File: src/hw/rtl/vnpg_div_cell.sv
module vnpg_div_cell #(
	parameter int W  = 8,
	parameter int QW = 1
) (
	input  logic          clk,
	input  logic          en,
	input  logic [W-1:0]  rem_i,
	input  logic [W-1:0]  dvs_i,
	input  logic [QW-1:0] quo_i,
	output logic [W-1:0]  rem_o,
	output logic [QW-1:0] quo_o
);

	logic          ge;
	logic [QW:0]   quo_next;
	logic [W-1:0]  rem_q;
	logic [QW-1:0] quo_q;

	// One restoring step: subtract the shifted divisor when it fits.
	assign ge       = (rem_i >= dvs_i);
	assign quo_next = {quo_i, ge};

	always_ff @(posedge clk) begin
		if (en) begin
			rem_q <= ge ? (rem_i - dvs_i) : rem_i;
			quo_q <= quo_next[QW-1:0];
		end
	end

	assign rem_o = rem_q;
	assign quo_o = quo_q;

endmodule

File: config.mk
export PLATFORM = sky130hd
export DESIGN_NAME = vnpg_div_cell
export DESIGN_NICKNAME = d
export VERILOG_FILES = /design/src/hw/rtl/vnpg_div_cell.sv
export SDC_FILE = /design/constraint.sdc
export NUM_CORES = 1
export LEC_CHECK = 0
export ABC_AREA = 0
export BUFFER_PORTS_ARGS = -buffer_cell sky130_fd_sc_hd__buf_2
export CORE_MARGIN = 2
export CORE_UTILIZATION = 51
export CTS_CLUSTER_SIZE = 30
export DETAILED_ROUTE_END_ITERATION = 10
export PLACE_DENSITY = 0.92
export SYNTH_ARGS = -nofsm -noshare
export SYNTH_HDL_FRONTEND = slang
export SYNTH_SLANG_ARGS = --single-unit
File: constraint.sdc
create_clock -name clk -period 3.32 [get_ports clk]
set_input_delay 0.332 -clock clk [delete_from_list [all_inputs] [get_ports clk]]
set_output_delay 0.332 -clock clk [all_outputs]
set_load 0.01 [all_outputs]
---- Yosys cells after proc, flatten, opt, wreduce, memory -nomap -nowiden ----
Cells that the tools add are included.
Widths: inputs -> output; s select.
word-level totals
  register bits after elaboration ......... 9
  input port bits ......................... 19
  output and inout bits ................... 9
cells by class
  add/subtract/negate cells ............... 1
  order comparisons ....................... 1
  muxes and demuxes ....................... 1
operators with widths
  cell         count
  $ge 8x8->1   1
  $mux 8       1
  $sub 8x8->8  1

---- Logic depth before layout (Yosys ltp) ----
Gate-level depths: netlist of the first run.
  word-level depth ........................ 2
  depth in mapped cells ................... 8
  gate-level depth less buffers ........... 8

---- Worst setup path before layout of the first run ----
No wires, ideal clock.
  path kind ............................... input to register
  start ................................... input rem_i[0]
  end ..................................... register rem_q[2] (netlist: rem_o[2]) (data pin)
  data arrival time ....................... 2.059 ns
  slack ................................... 1.002 ns
  cell stages on the path ................. 8
  path through ............................ inv_1 > ha_1 > fa_1 > nand2b_1 > a21oi_4 > o221ai_2 > a22oi_4 > mux2_2
between the ends
  longest elaborated chain between the ends .. 2
RTL lines
  element               RTL line  RTL
  from (decl)           7         input logic [W-1:0] rem_i,
  $ge 8x8->1            20        assign ge = (rem_i >= dvs_i);
  net ge                14        logic ge;
  $mux 8                25        rem_q <= ge ? (rem_i - dvs_i) : rem_i;
  to (signal assigned)  25
  to (decl)             16        logic [W-1:0] rem_q;
The timed path passes the listed nets, and every way through them passes these cells.
A chain may end at the register's enable or synchronous reset.

---- Worst setup path in the final report of the first run ----
  start ................................... input rem_i[0]
  end ..................................... register rem_q[3] (netlist: rem_o[3]) (data pin)
Same word-level chain as after synthesis.

==> results of run 1 <==
-- worst max path at each step --
stage | startpoint | end | slack, ns
2_1_floorplan | rem_i[0] | rem_o[2]$_DFFE_PP_ | 1.00
3_3_place_gp | rem_i[0] | rem_o[3]$_DFFE_PP_ | 0.77
3_5_place_dp | rem_i[0] | rem_o[6]$_DFFE_PP_ | 0.70
4_1_cts | rem_i[0] | rem_o[6]$_DFFE_PP_ | 0.97
5_1_grt | rem_i[0] | rem_o[3]$_DFFE_PP_ | 0.90
6_report | rem_i[0] | rem_o[3]$_DFFE_PP_ | 0.97
-- sequential cells by signal, summed over array words and instances (netlist names) --
name	cells
rem_o	8
quo_o	1
-- report_power, final --
part           internal [uW]  total [uW]  switching (uW)
sequential               145         148            2.92
combinational           65.2         138            73.0
clock                   46.3        84.5            38.1
-- cells in the final DEF, fill, tap and decap left out, types with 2 or more instances in the layout --
master and n:
o21a_1 2, xnor2_1 2, mux2_2 5, clkbuf_4 3, buf_2 26, nand2b_1 3, a21oi_1 4, edfxtp_1 9
nor2b_1 2, o21ai_0 2, ha_1 8, nor2_1 5, nand3_1 2, inv_1 11, mux2i_1 2
-- layer usage --
metal,track usage,routed length (um),vias up
met5,0,0,-
met4,0.121,21,0
met3,0.0340,87,2
met2,0.333,866,26
met1,0.210,656,316
li1,-,-,328
-- stage by stage --
step	std cells	worst slack (ns)	cell area [um^2]	total power, uW
6_report	119	0.965	951	370
5_1_grt	119	0.896	951	392
2_1_floorplan	73	1.00	774	245
4_1_cts	119	0.974	951	372
3_5_place_dp	115	0.695	925	287
3_3_place_gp	115	0.773	925	279
-- layout make-up --
cell class | instances | share of cell area
inverter | 11 | 0.0434
tap | 16 | 0.0211
timing repair buffer | 26 | 0.137
multi-input combinational | 53 | 0.487
sequential | 9 | 0.284
clock buffer | 4 | 0.0276
-- logic make-up after synthesis --
kind of cell	synth area share
adders and majority gates	0.155
xor gates and xnor gates	0.0339
buffers and inverters	0.0533
and+or+nand+nor	0.107
muxes	0.0985
DFF	0.349
AOI/OAI and AO/OA	0.204
==> results.txt, run 1 <==
----------------------------------------------------
[Die]
  Effective utilization at floorplan ... 0.526
  Horiz. Die Dim ... 43.0 um
  Area enclosed by the die boundary ... 1850 um^2
  Die extent in y ... 43.0 um
  Number of standard-cell rows in the floorplan ... 14
  Number of top-level pins ... 28
  Core Region ... 1470 um^2

[Setup path]
  Nature of the critical path endpoint ... flop
  Crit path max-delay cell type ... fa_1
  Levels on crit path ... 9
  CP startpoint kind ... input port
  Delay contributed by the slowest stage of the critical path ... 0.41 ns
  Required time reported for the critical path endpoint ... 3.33 ns
  Largest fanout on the critical path ... 8
  Type of the worst setup path ... in -> reg
  Data arrival time of the worst path ... 2.37 ns
  Cell breakdown of the critical path ... buf_2 > inv_1 > ha_1 > fa_1 > nand2b_1 > a21oi_4 > o221ai_2 > a22oi_4 > mux2_2
  Total buffers and inverters traversed by the critical path ... 2
  Kind of cell adding the most delay to the critical path ... compound AO/OA/AOI/OAI gates

[Clocking]
  Clock buffer count from CTS ... 3
  Cts-stage hold buffer count ... 0
  Post-CTS sizing ... 0
  Num Clock Sinks ... 9
  Clock root buffer ... clkbuf_4
  Post-CTS setup buffer count ... 0
  H-tree depth reported by CTS ... 1
  Worst-case clock buffer depth ... 2
  CTS tree ... done
  Clock-pin transition on the worst setup and hold timing paths ... 0.06 ns

[Global routing]
  Gr ovfl total ... 0
  Initial antenna violation count ... 0
  GRT Overall Usage ... 0.191
  Wire length of the first global-routing pass ... 2.58 mm
  Largest net degree at the start of global routing ... 10
  Via count of the first global-routing pass ... 617

[Cells and area]
  Multi-input gate area ... 463 um^2
  Final-stage net count ... 132
  Fill cell total of the finished layout ... 114
  Ratio of cells with drive above 1 in the final layout ... 0.379
  Reg area ... 270 um^2
  Area growth, synth to finish ... 22.8%
  Antenna cell count ... 0
  Post-Route Utilization ... 0.646

[Timing]
  Count of final setup violators ... 0
  Final Slew Violations ... 0
  Final min period ... 2.35 ns
  Hold Fails Final Rpt ... 0
  Slew at the pin closest to its max-slew limit ... 0.347 ns
  Post-route fraction of the period consumed by the critical path ... 0.709
  RSZ-0062 raised after global routing ... no
  TNS Setup ... 0 ns
  Worst hold margin ... 0.397 ns
  Slew Limit Headroom ... 0.769
  Maximum frequency from static timing analysis ... 0.425 GHz

[Yosys]
  Post-synthesis cell count ... 73
  Async S/R FF share, synth ... 0
  Synthesized flop and latch total ... 9
  Area leader, netlist ... edfxtp_1
  Synth warnings ... 0
  Top FF cell, synth ... edfxtp_1
  Number of unique standard cell types used by synthesis ... 29
  Syn Std Cell Area ... 774 um^2
  Commonest cells in the synthesized netlist ... inv_1, edfxtp_1, ha_1, mux2_2, nor2_1
  Synth area leaders ... edfxtp_1, ha_1, mux2_2
  Area share of the largest cell type after synthesis ... 0.349
  Syn Nets ... 101
  Post-synth EDFFs ... 9
  Cell with the most instances after synthesis ... inv_1
  Average cell area after synthesis ... 10.6 um^2
  Share of the yosys chip area belonging to registers ... 0.349

[Pwr]
  IR Drop Worst-Case VDD ... 0.139 mV
  P_leak ... 0.000447 uW
  PD cells ... 390 nW/um^2

[Place]
  Number of buffers inserted by port buffering ... 26
  Sum of net half-perimeters after detailed placement ... 1.31 mm
  RD Place Congestion ... 0.888

[Detailed routing]
  Drt via density ... 5.65
  Pre-Repair DR Iteration Count ... 4
  Number of DRC violations after detailed-routing iteration 0 ... 14
  Antenna violation net count after detailed routing ... 0
  Routed length per instance ... 13.7 um
  Total via count in the routed design ... 672
  Number of design rule violations left after detail routing ... 0
  Total Wirelength ... 1.63 mm

[Hold path]
  HP Start ... rem_i[4]
  Min-Delay Endpoint ... rem_o[4]$_DFFE_PP_
  Hold Crit Depth ... 2
  Type of the worst min-delay path ... in -> reg

[Outcome]
  Result of the run ... finished, final reports clean

[Job]
  Reported max-cap violation count ... 0

----------------------------------------------------
Power figures use the tool's default switching activity.
==> run 2: changes to the inputs <==
CORE_UTILIZATION = 48   (was 51)
PLACE_DENSITY = 0.88   (was 0.92)
clock period = 2.4 ns   (was 3.32 ns; I/O delays follow)
==> run 2 against run 1 <==
  * Clock-buffer cell count unchanged
  * Design area rose by 2.4%
  * Cell count up 2.5%
  * Clock power is 40% higher
  * Worst hold slack worse by 0.097 ns
  * Global-route usage is 2.0 points lower
  * Setup slack worse by 0.70 ns
  * Non-clock buffer count increased by 3
  * Wire length down 7.8%
  * Largest cell class unchanged
  * Largest power group unchanged
==> results.txt, run 2 (synthesized netlist as in run 1, its figures left out) <==
----------------------------------------------------
[Global routing]
  Largest net degree at the start of global routing ... 10 (unchanged)
  Wire length of the first global-routing pass ... 2.40 mm (-6.9%)
  Met1 track demand over resource in global routing ... 0.196 (-0.0144)
  Met2 GRT Util ... 0.288 (-0.0451)
  Initial antenna violation count ... 0 (unchanged)
  Via count of the first global-routing pass ... 599 (-2.9%)
  GRT Overall Usage ... 0.171 (-0.0205)
  Global-route met3 utilization ... 0.0122 (-0.0218)
  Gr ovfl total ... 0 (unchanged)
  Most Crowded Layer GR ... met2

[Pwr]
  Internal cell power ... 362 uW (+41%)
  IR Drop Worst-Case VDD ... 0.296 mV (+110%)
  Share of power burned in the clock network ... 0.229 (about the same)
  PD cells ... 532 nW/um^2 (+37%)
  Part of the power in registers ... 0.394 (-0.005)
  P_leak ... 0.000462 uW (+3.2%)
  Proportion of total power due to net switching ... 0.302 (-0.00634)
  Switching component of the power ... 156 uW (+37%)
  Combinational group share of total power ... 0.377 (+0.004)

[Clocking]
  Clock root buffer ... clkbuf_4
  Cts-stage hold buffer count ... 0 (unchanged)
  Worst-case clock buffer depth ... 2 (unchanged)
  Clock-pin transition on the worst setup and hold timing paths ... 0.06 ns (about the same)
  Clock buffer count from CTS ... 3 (unchanged)
  Num Clock Sinks ... 9 (unchanged)
  H-tree depth reported by CTS ... 1 (unchanged)
  Post-CTS sizing ... 0 (unchanged)
  CTS tree ... done
  Post-CTS setup buffer count ... 0 (unchanged)

[Detailed routing]
  Drt via density ... 5.43 (-3.8%)
  Number of DRC violations after detailed-routing iteration 0 ... 24 (+10)
  Number of design rule violations left after detail routing ... 0 (unchanged)
  Total Wirelength ... 1.50 mm (-7.8%)
  Pre-Repair DR Iteration Count ... 4 (unchanged)
  Routed length per instance ... 12.3 um (-10%)
  Antenna violation net count after detailed routing ... 0 (unchanged)
  Total via count in the routed design ... 663 (-1.3%)

[Hold path]
  HP Start ... rem_i[3]
  Type of the worst min-delay path ... in -> reg
  Min-Delay Endpoint ... rem_o[3]$_DFFE_PP_
  Hold Crit Depth ... 2 (unchanged)

[Cells and area]
  Top library cells by usage in the layout, fill and taps aside ... buf_2, inv_1, edfxtp_1
  Filler-free cell count of the finished design ... 122 (+2.5%)
  Post-Route Utilization ... 0.646 (about the same)
  Ratio of cells with drive above 1 in the final layout ... 0.396 (+0.0176)
  Area growth, synth to finish ... 25.7%
  Most frequent standard cell in the layout excluding fill and tap cells ... buf_2
  Number of flip-flops in the largest register ... 8 (unchanged)
  Fin area ... 973 um^2 (+2.4%)
  Final-stage net count ... 135 (+2.3%)
  Antenna cell count ... 0 (unchanged)

[Setup path]
  Required time reported for the critical path endpoint ... 2.41 ns (-0.92 ns)
  Cell breakdown of the critical path ... buf_2 > inv_1 > ha_1 > fa_1 > nand2b_1 > a21oi_4 > o221ai_2 > a22oi_4 > mux2_2
  Nature of the critical path endpoint ... flop
  Crit path max-delay cell type ... fa_1
  Type of the worst setup path ... in -> reg
  Data arrival time of the worst path ... 2.15 ns (-0.22 ns)
  CP startpoint kind ... input port
  Delay contributed by the slowest stage of the critical path ... 0.40 ns (about the same)
  Largest fanout on the critical path ... 6 (-2)

[Timing]
  Maximum frequency from static timing analysis ... 0.468 GHz
  Final Slew Violations ... 0 (unchanged)
  Hold Fails Final Rpt ... 0 (unchanged)
  RSZ-0062 raised after global routing ... no
  Slew at the pin closest to its max-slew limit ... 0.304 ns (-0.0428 ns)
  Count of final setup violators ... 0 (unchanged)
  Slew Limit Headroom ... 0.797 (+0.0278)
  Final min period ... 2.14 ns
  Post-route fraction of the period consumed by the critical path ... 0.890
  Worst hold margin ... 0.300 ns (-0.0967 ns)

[Job]
  Reported max-cap violation count ... 0 (unchanged)

[Die]
  Horiz. Die Dim ... 44.2 um (+2.8%)
  Core Region ... 1510 um^2 (+2.4%)
  Effective utilization at floorplan ... 0.514 (-0.0122)
  Number of top-level pins ... 28 (unchanged)
  Area enclosed by the die boundary ... 1950 um^2 (+5.7%)
  Number of standard-cell rows in the floorplan ... 14 (unchanged)
  Die extent in y ... 44.2 um (+2.8%)

[Outcome]
  Result of the run ... finished, final reports clean

[Place]
  Number of buffers inserted by port buffering ... 26 (unchanged)
  RD Place Congestion ... 0.834 (-6.1%)
  DP Cell Count ... 118 (+2.6%)
  Sum of net half-perimeters after detailed placement ... 1.24 mm (-5.9%)
  Cell area after placement ... 947 um^2 (+2.4%)

----------------------------------------------------
## run 2: layer usage
metal  wire length (um)  share of wire
met3                 99          0.066
met1                611           0.41
met4                 60          0.040
met2                732           0.49
met5                  0              0
## run 2: worst max-delay path by stage
| stage | start | to | slack [ns] | cells after the start |
|---|---|---|---|---|
| floorplan | rem_i[0] | rem_o[2]$_DFFE_PP_ | 0.17 | 8 |
| global placement | rem_i[0] | rem_o[6]$_DFFE_PP_ | 0.02 | 9 |
| detailed placement | rem_i[0] | rem_o[6]$_DFFE_PP_ | -0.009 | 9 |
| CTS | rem_i[0] | rem_o[6]$_DFFE_PP_ | 0.26 | 9 |
| global route | rem_i[0] | rem_o[4]$_DFFE_PP_ | 0.20 | 9 |
| finish | rem_i[0] | rem_o[6]$_DFFE_PP_ | 0.26 | 9 |
## run 2: power groups by stage
stage                     Sequential, uW  Clock, uW  Combinational (uW)
after floorplan                      221          0                 117
after global placement               207          0                 189
after detailed placement             208          0                 196
after CTS                            205        121                 197
after global routing                 205        129                 214
final                                204        118                 195
## run 2: layout make-up
cell class	instances	area [um^2]
Timing Repair Buffer	29	153
Clock buffer	4	26.3
Fill cell	129	533
Sequential cell	9	270
Multi-Input combinational cell	53	463
Inverter	11	41.3
Tap cell	16	20.0
## run 2: through the flow
step | TNS [ns] | total power [uW] | setup WS [ns]
after floorplan | 0 | 338 | 0.174
after global placement | 0 | 396 | 0.0237
after detailed placement | -0.00929 | 404 | -0.00929
after CTS | 0 | 522 | 0.264
after global routing | 0 | 549 | 0.200
final | 0 | 518 | 0.264
## run 2: critical path: cells and delay by family
kind                     cells  cell delay [ns]
buffers and inverters        2             0.12
multiplexers                 1             0.39
AO/OA/AOI/OAI                3             0.59
AND/OR/NAND/NOR              1             0.20
adder cells (fa/ha/maj)      2             0.62
