$ cat src/hw/rtl/vnpg_pkg.sv
package vnpg_pkg;

	// Hash and blend constants.
	localparam logic [31:0] NOISE_ADD  = 32'd30987;
	localparam logic [31:0] NOISE_MUL  = 32'd29893;
	localparam logic [31:0] NOISE_MOD  = 32'd104532;
	localparam logic [31:0] STEP_X     = 32'd9;
	localparam logic [31:0] STEP_Y     = 32'd5;

	// Field and datapath widths.
	localparam int COORD_W = 16;
	localparam int SIZE_W  = 9;
	localparam int CELL_W  = 18;
	localparam int HASH_W  = 17;
	localparam int WGT_W   = 18;
	localparam int OUT_W   = 8;

	// Number of compare and subtract steps in the hash remainder chain.
	localparam int MOD_STEPS = 15;

	// Latency of the corner hash unit in cycles.
	localparam int HASH_LAT = 3 + MOD_STEPS;

endpackage

$ cat src/hw/rtl/vnpg_div_cell.sv
module vnpg_div_cell #(
	parameter int W  = 8,
	parameter int QW = 1
) (
	input  logic          clk,
	input  logic          en,
	input  logic [W-1:0]  rem_i,
	input  logic [W-1:0]  dvs_i,
	input  logic [QW-1:0] quo_i,
	output logic [W-1:0]  rem_o,
	output logic [QW-1:0] quo_o
);

	logic          ge;
	logic [QW:0]   quo_next;
	logic [W-1:0]  rem_q;
	logic [QW-1:0] quo_q;

	// One restoring step: subtract the shifted divisor when it fits.
	assign ge       = (rem_i >= dvs_i);
	assign quo_next = {quo_i, ge};

	always_ff @(posedge clk) begin
		if (en) begin
			rem_q <= ge ? (rem_i - dvs_i) : rem_i;
			quo_q <= quo_next[QW-1:0];
		end
	end

	assign rem_o = rem_q;
	assign quo_o = quo_q;

endmodule

$ cat src/hw/rtl/vnpg_hash.sv
module vnpg_hash
	import vnpg_pkg::*;
(
	input  logic              clk,
	input  logic              en,
	input  logic [31:0]       s,
	output logic [HASH_W-1:0] h
);

	logic [31:0] sq_s1;
	logic [31:0] u_s2;
	logic [31:0] mag_s3;
	logic [31:0] rem [MOD_STEPS+1];

	// Square, scale and fold the corner index; all products wrap to 32 bits.
	always_ff @(posedge clk) begin
		if (en) begin
			sq_s1  <= s * s;
			u_s2   <= NOISE_ADD - NOISE_MUL * sq_s1;
			mag_s3 <= u_s2[31] ? (32'd0 - u_s2) : u_s2;
		end
	end

	// The remainder of the magnitude equals the magnitude of the truncated remainder.
	assign rem[0] = mag_s3;

	for (genvar j = 0; j < MOD_STEPS; j++) begin : g_mod
		localparam int SH = MOD_STEPS - 1 - j;
		vnpg_div_cell #(.W(32), .QW(1)) u_cell (
			.clk   (clk),
			.en    (en),
			.rem_i (rem[j]),
			.dvs_i (NOISE_MOD << SH),
			.quo_i (1'b0),
			.rem_o (rem[j+1]),
			.quo_o ()
		);
	end

	assign h = rem[MOD_STEPS][HASH_W-1:0];

endmodule

$ cat config.mk
export PLATFORM = sky130hd
export DESIGN_NAME = vnpg_hash
export DESIGN_NICKNAME = d
export VERILOG_FILES = /design/src/hw/rtl/vnpg_pkg.sv /design/src/hw/rtl/vnpg_div_cell.sv /design/src/hw/rtl/vnpg_hash.sv
export SDC_FILE = /design/constraint.sdc
export NUM_CORES = 2
export LEC_CHECK = 0
export BUFFER_PORTS_ARGS = -buffer_cell sky130_fd_sc_hd__buf_2
export CAP_MARGIN = 20
export CORE_AREA = 5 5 425 427
export CTS_BUF_LIST = sky130_fd_sc_hd__clkbuf_8 sky130_fd_sc_hd__clkbuf_16
export CTS_CLUSTER_SIZE = 20
export DETAILED_ROUTE_END_ITERATION = 16
export DIE_AREA = 0 0 430 432
export PLACE_DENSITY_LB_ADDON = 0.2
export SYNTH_ARGS = -nofsm -noshare
export SYNTH_HDL_FRONTEND = slang
export SYNTH_SLANG_ARGS = --single-unit
$ cat constraint.sdc
create_clock -name clk -period 8 [get_ports clk]
set_input_delay 1.6 -clock clk [delete_from_list [all_inputs] [get_ports clk]]
set_output_delay 1.6 -clock clk [all_outputs]
set_load 0.01 [all_outputs]
# After elaboration in Yosys (flattened, before gate mapping)
# Index checks and enable logic that the tools add are counted.
dict set report word_totals {
  register_bits 561
  latchBits 0
  ram_bits 0
  romBits 0
  input_bits 34
  output_inout_bits 17
  elab_cells 69
  mem_count 0
}
dict set report classes {
  n_addsub 17
  mul 2
  div 0
  magnitude_cmp 15
  n_eq_ne 0
  n_shift 0
  n_mux 16
  bitwise 0
  reduce_logical 0
}
# cell n
set op_table {}
lappend op_table {{two-way mux 32 bit} 14}
lappend op_table {{>= comparator 32 x 17 -> 1 bit (second input constant)} 1}
lappend op_table {{>= comparator 32 x 18 -> 1 bit (second input constant)} 1}
lappend op_table {{>= comparator 32 x 19 -> 1 bit (second input constant)} 1}
lappend op_table {{>= comparator 32 x 20 -> 1 bit (second input constant)} 1}
lappend op_table {{>= comparator 32 x 21 -> 1 bit (second input constant)} 1}
lappend op_table {{>= comparator 32 x 22 -> 1 bit (second input constant)} 1}
lappend op_table {{>= comparator 32 x 23 -> 1 bit (second input constant)} 1}
lappend op_table {{>= comparator 32 x 24 -> 1 bit (second input constant)} 1}
lappend op_table {{>= comparator 32 x 25 -> 1 bit (second input constant)} 1}
lappend op_table {{>= comparator 32 x 26 -> 1 bit (second input constant)} 1}
lappend op_table {{>= comparator 32 x 27 -> 1 bit (second input constant)} 1}
lappend op_table {{>= comparator 32 x 28 -> 1 bit (second input constant)} 1}
lappend op_table {{>= comparator 32 x 29 -> 1 bit (second input constant)} 1}
lappend op_table {{>= comparator 32 x 30 -> 1 bit (second input constant)} 1}
lappend op_table {{>= comparator 32 x 31 -> 1 bit (second input constant)} 1}
lappend op_table {{multiplier 15 x 32 -> 32 bit (first input constant)} 1}
lappend op_table {{multiplier 32 x 32 -> 32 bit} 1}
lappend op_table {{subtractor 1 x 32 -> 32 bit (first input constant)} 1}
lappend op_table {{subtractor 15 x 32 -> 32 bit (first input constant)} 1}
lappend op_table {{subtractor 32 x 18 -> 32 bit (second input constant)} 1}
lappend op_table {{subtractor 32 x 19 -> 32 bit (second input constant)} 1}
lappend op_table {{subtractor 32 x 20 -> 32 bit (second input constant)} 1}
lappend op_table {{subtractor 32 x 21 -> 32 bit (second input constant)} 1}
lappend op_table {{other kinds (13)} 13}

# Depth between registers and ports, before layout
dict set report depth {
  ltp_word 2
  depth_mapped 28
  ltp_nobuf 27
}

# Hierarchy
# A second synthesis with hierarchy kept.
dict set report hier_totals {
  cells_unflattened 8193
  hier_area_um2 71778.8
}
# mod n_inst cells_each area_per_inst_um2 seq_area_each_um2
set by_module_without_submodules {}
lappend by_module_without_submodules {{vnpg_div_cell (g_mod[0].u_cell ...)} 8 420 3378.2 991.0}
lappend by_module_without_submodules {vnpg_hash 1 2159 22454.0 2822.7}
lappend by_module_without_submodules {{vnpg_div_cell (g_mod[3].u_cell ...)} 7 382 3185.6 991.0}

# Worst setup path before layout
# OpenSTA, ideal clock, no wires.
dict set report synth_timing {
  path_type {input-to-reg}
  from {input port s[3]}
  to {register sq_s1[30], data pin}
  setup_ps 258
  t_arrival_ps 8213
  t_required_ps 7742
  path_slack_ps -470
  path_stages 27
  n_path_buf 2
  path_cell_list {clkbuf_1 -> clkbuf_1 -> nand2_1 -> fa_1 -> inv_1 -> fa_1 -> inv_1 -> fa_1 -> fa_1 -> inv_1 -> fa_1 -> inv_1 -> fa_1 -> inv_1 -> fa_1 -> inv_1 -> fa_1 -> inv_1 -> ha_1 -> o2111a_1 -> a211o_1 -> a31oi_1 -> a21oi_1 -> a211oi_1 -> o21ai_0 -> a21oi_1 -> xnor2_1}
}
dict set report synth_via {
  elab_chain_cells 1
}
# item line
set synth_rtl {}
lappend synth_rtl {{start, declared} vnpg_hash.sv:6} ;# input logic [31:0] s,
lappend synth_rtl {{multiplier 32 x 32 -> 32 bit} vnpg_hash.sv:18} ;# sq_s1 <= s * s;
lappend synth_rtl {{end signal, assigned} vnpg_hash.sv:18}
lappend synth_rtl {{end, declared} vnpg_hash.sv:10} ;# logic [31:0] sq_s1;
# Every way passes these cells.
# A chain may end at the register's enable or synchronous reset.

# Worst setup path after layout
dict set report layout_timing {
  from {input port s[2]}
  to {register sq_s1[31], data pin}
}
# The elaborated chain is that of the path after synthesis.

==> tab_implementation.tex <==
\begin{tabular}{lr}
\hline
Metric & Value \\
\hline
\multicolumn{2}{l}{\textbf{Timing}} \\
\quad Highest achievable clock rate & 128 MHz \\
\quad Number of hold violations in the final report & 0 \\
\quad Total count of max-transition violations in the final report & 0 \\
\quad RSZ-0062 raised after global routing & no \\
\quad Total Neg Setup Slack & 0 ps \\
\quad Worst clock skew & between 20 and 30 ps \\
\quad Period utilization & 0.973 \\
\quad Max transition margin & 0.337 \\
\quad Final setup violation count & 0 \\
\quad Clock period minus final worst setup slack & about 7800 ps \\
\quad Worst slew pin tran & roughly 1000 ps \\
\multicolumn{2}{l}{\textbf{Worst hold path}} \\
\quad Min-delay worst type & reg2reg \\
\multicolumn{2}{l}{\textbf{Clock tree}} \\
\quad Max Buffers Root-to-Sink & 3 \\
\quad Clock transition at the register clock pins on the worst setup and hold paths after CTS & around 60 ps \\
\quad Clock sinks & around 560 \\
\quad Htree depth & 3 \\
\quad Clock network latency to the later pin of the worst-skew pair & roughly 630 ps \\
\quad CTS Root Buffer Type & sky130\_fd\_sc\_hd\_\_clkbuf\_16 \\
\quad CTS tree & done \\
\quad TritonCTS Buffers & 68 \\
\multicolumn{2}{l}{\textbf{Critical path}} \\
\quad Biggest fanout along the worst timing path & 9 \\
\quad Critical path cell sequence & buf\_2 -> buf\_4 -> and2\_1 -> fa\_1 -> inv\_1 -> fa\_1 -> inv\_1 -> fa\_1 -> inv\_1 -> fa\_1 -> inv\_1 -> fa\_1 -> fa\_1 -> fa\_1 -> inv\_1 -> fa\_1 -> inv\_1 -> ha\_1 -> nand3\_1 -> or3b\_2 -> o21ba\_2 -> o31ai\_2 -> xnor2\_1 \\
\quad Critical path required time & $\sim$8400 ps \\
\quad Class of the most critical setup path & in2reg \\
\quad Startpoint class of the critical path & input pin \\
\quad Crit end category & flop \\
\quad Worst path max stage delay & approximately 550 ps \\
\quad Worst path buffer plus inverter count & 8 \\
\quad Most repeated library cell on the critical path & sky130\_fd\_sc\_hd\_\_fa\_1 \\
\quad Data arrival, critical path & 8150 ps \\
\quad Largest delay share family, worst path & adder cells \\
\quad Critical Path Slowest Stage Cell & sky130\_fd\_sc\_hd\_\_fa\_1 \\
\multicolumn{2}{l}{\textbf{Die}} \\
\quad Die outline height & 432 um \\
\quad Num ports & 51 \\
\quad DIE WIDTH & 430 um \\
\quad Area of the die & between 0.15 and 0.2 mm\^{}2 \\
\quad Core Box Area & between 0.15 and 0.2 mm\^{}2 \\
\quad Starting density of the core & 0.250 \\
\quad Number of core rows & 154 \\
\multicolumn{2}{l}{\textbf{Cells and area}} \\
\quad Filler cells & $\sim$18000 \\
\quad Post-layout net count & between 4000 and 5000 \\
\quad Layout-stage area growth over the synthesis result & 16.6\% \\
\quad Leading cell types in the layout, fill and taps excluded & sky130\_fd\_sc\_hd\_\_inv\_1, sky130\_fd\_sc\_hd\_\_edfxtp\_1, sky130\_fd\_sc\_hd\_\_fa\_1, sky130\_fd\_sc\_hd\_\_ha\_1, sky130\_fd\_sc\_hd\_\_nand2\_1 \\
\quad Layout cell share with drive strength beyond 1 & 0.108 \\
\quad Leading cell type in the layout, fill and taps excluded & sky130\_fd\_sc\_hd\_\_inv\_1 \\
\quad Antenna diode count & 0 \\
\multicolumn{2}{l}{\textbf{Synth}} \\
\quad Post-synthesis average cell area & 11.5 um\^{}2 \\
\quad Post-Syn Area & 0.0439 mm\^{}2 \\
\quad Number of flip-flops and latches in the synthesized netlist & approximately 560 \\
\quad Share of synthesized cell area in full adder, half adder and majority cells & 0.305 \\
\quad Simple logic cell fraction of the synthesized area & 0.110 \\
\quad Top\_reg\_cell synth & sky130\_fd\_sc\_hd\_\_edfxtp\_1 \\
\quad Area fraction in compound gates after synthesis & 0.0503 \\
\quad Yosys cell types & 80 \\
\quad Post-Synth XOR/XNOR Area & 0.0843 \\
\quad Combinational family with the most area after synthesis & adder cells \\
\quad Sequential cell area fraction in the yosys report & 0.383 \\
\quad Post-synthesis mux area share & 0.000770 \\
\quad Number of instances in the synthesized netlist & 3800 \\
\quad Synth warn & 0 \\
\quad Synth async-reset ratio & 0 \\
\quad EDFF count, synth & 559 \\
\multicolumn{2}{l}{\textbf{Drt}} \\
\quad Remaining DRCs & 0 \\
\quad Vias per Instance & 4.04 \\
\quad Number of search-and-repair iterations in the first detailed-routing pass & 4 \\
\quad Violation count after the first detailed-route iteration & 915 \\
\quad Average routed wire per standard cell & roughly 14 um \\
\quad Via count & approximately 26000 \\
\quad Antenna Nets Post-Route & 0 \\
\quad Post-detailed-routing wire length & slightly above 90 mm \\
\multicolumn{2}{l}{\textbf{Global route}} \\
\quad First-pass GRT wire length & between 150 and 200 mm \\
\quad Remaining global-route overflow & 0 \\
\quad Highest-utilization routing layer at the global route stage & met2 \\
\quad Overall fraction of global-route tracks in use & 0.0999 \\
\quad Pin count of the biggest net entering global routing & between 100 and 150 \\
\quad GRT met2 Usage & 0.190 \\
\quad Routing usage on met1 & 0.116 \\
\quad Met3 track utilization from global routing & 0.0162 \\
\quad Initial antenna violation count & 2 \\
\quad Via count of the first global-routing pass & a little under 30000 \\
\multicolumn{2}{l}{\textbf{Place}} \\
\quad Placer's final routability congestion estimate & around 0.78 \\
\quad Hpwl dp & approximately 75 mm \\
\quad Port Buffer Count & between 40 and 50 \\
\multicolumn{2}{l}{\textbf{Run status}} \\
\quad Outcome & finished, final reports clean \\
\multicolumn{2}{l}{\textbf{Run}} \\
\quad Reported max-cap violation count & 0 \\
\hline
\end{tabular}
## per-layer routing
metal | part of all wire | vias to the layer above
li1 | - | 13100
met2 | 0.54 | 236
met4 | 0.024 | 0
met3 | 0.026 | 130
met1 | 0.41 | 12800
met5 | 0 | -
## synth_stat cells, drive strengths merged, types with 79 or more instances
cell	count	area [um^2]
inv	717	2690
edfxtp	559	16800
fa	499	9990
ha	269	3370
nand2	257	965
xnor2	221	1940
xor2	201	1760
nor2	164	616
and2	144	901
o21ai	90	454
a21oi	83	415
nor3	79	410
## sequential cells by signal (all words and copies together) (netlist names)
signal and count:
u_s2 31, mag_s3 32, g_mod.u_cell.rem_o 465, sq_s1 31
## worst reg2reg max path, stage by stage (launching register included)
cell and delay, ps:
sky130_fd_sc_hd__edfxtp_1 530, sky130_fd_sc_hd__inv_1 330, sky130_fd_sc_hd__fa_1 500, sky130_fd_sc_hd__fa_1 510, sky130_fd_sc_hd__inv_1 50, sky130_fd_sc_hd__fa_1 540
sky130_fd_sc_hd__inv_1 60, sky130_fd_sc_hd__fa_1 520, sky130_fd_sc_hd__inv_1 50, sky130_fd_sc_hd__fa_1 530, sky130_fd_sc_hd__inv_1 50, sky130_fd_sc_hd__fa_1 470
sky130_fd_sc_hd__ha_1 370, sky130_fd_sc_hd__nand2_1 110, sky130_fd_sc_hd__nor3_1 220, sky130_fd_sc_hd__nor4bb_1 660, sky130_fd_sc_hd__o41ai_2 210, sky130_fd_sc_hd__o2111ai_1 290
sky130_fd_sc_hd__a21oi_1 120, sky130_fd_sc_hd__xnor2_1 130
## metrics by stage
| step | hold slack [ps] | instances | setup WS [ps] | utilization | instance area [um^2] |
|---|---|---|---|---|---|
| CTS | 413 | 6491 | 144 | 0.290 | 51000 |
| global route | 422 | 6493 | 5.02 | 0.291 | 51100 |
| detailed placement | 405 | 6376 | -602 | 0.278 | 48800 |
| finish | 415 | 6493 | 215 | 0.291 | 51100 |
| global placement | 402 | 6376 | -559 | 0.278 | 48800 |
| floorplan | 400 | 3803 | -39.6 | - | 43900 |
## final timing paths
kind	startpoint	to	slack [ps]	cells past startpoint
max reg2reg	sq_s1[11]	u_s2[30]	1480	19
max	s[2]	sq_s1[31]	210	23
min reg2reg	g_mod[4].u_cell.rem_o[1]	g_mod[5].u_cell.rem_o[1]	410	0
min	g_mod[4].u_cell.rem_o[1]	g_mod[5].u_cell.rem_o[1]	410	0
## layout make-up
| type | count | area (um^2) | share of cell area |
|---|---|---|---|
| Multi-Input combinational cell | 2461 | 24200 | 0.474 |
| Sequential cell | 559 | 16800 | 0.328 |
| Tap cell | 2340 | 2930 | 0.0573 |
| Inverter | 717 | 2690 | 0.0526 |
| Timing Repair Buffer | 301 | 2260 | 0.0443 |
| Clock buffer | 71 | 1780 | 0.0348 |
| Clock inverter | 44 | 455 | 0.00891 |
## cell families after synthesis
kind of cell / after synthesis
buffers and inverters: 783
other: 2
AND/OR/NAND/NOR: 927
XOR/XNOR: 422
multiplexers: 3
flip-flops: 559
adder cells (fa/ha/maj): 768
AO/OA/AOI/OAI: 336
## timing repair
| item | in CTS | in global routing |
|---|---|---|
| gates resized for setup | 0 | 18 |
| setup endpoints to repair | 0 | 6 |
| hold buffers | 0 | 0 |
| setup buffers | 0 | 2 |
Power is left out: the tool's default activity adds up to more than one toggle a clock period on the data nets, which glitch-free logic cannot reach.
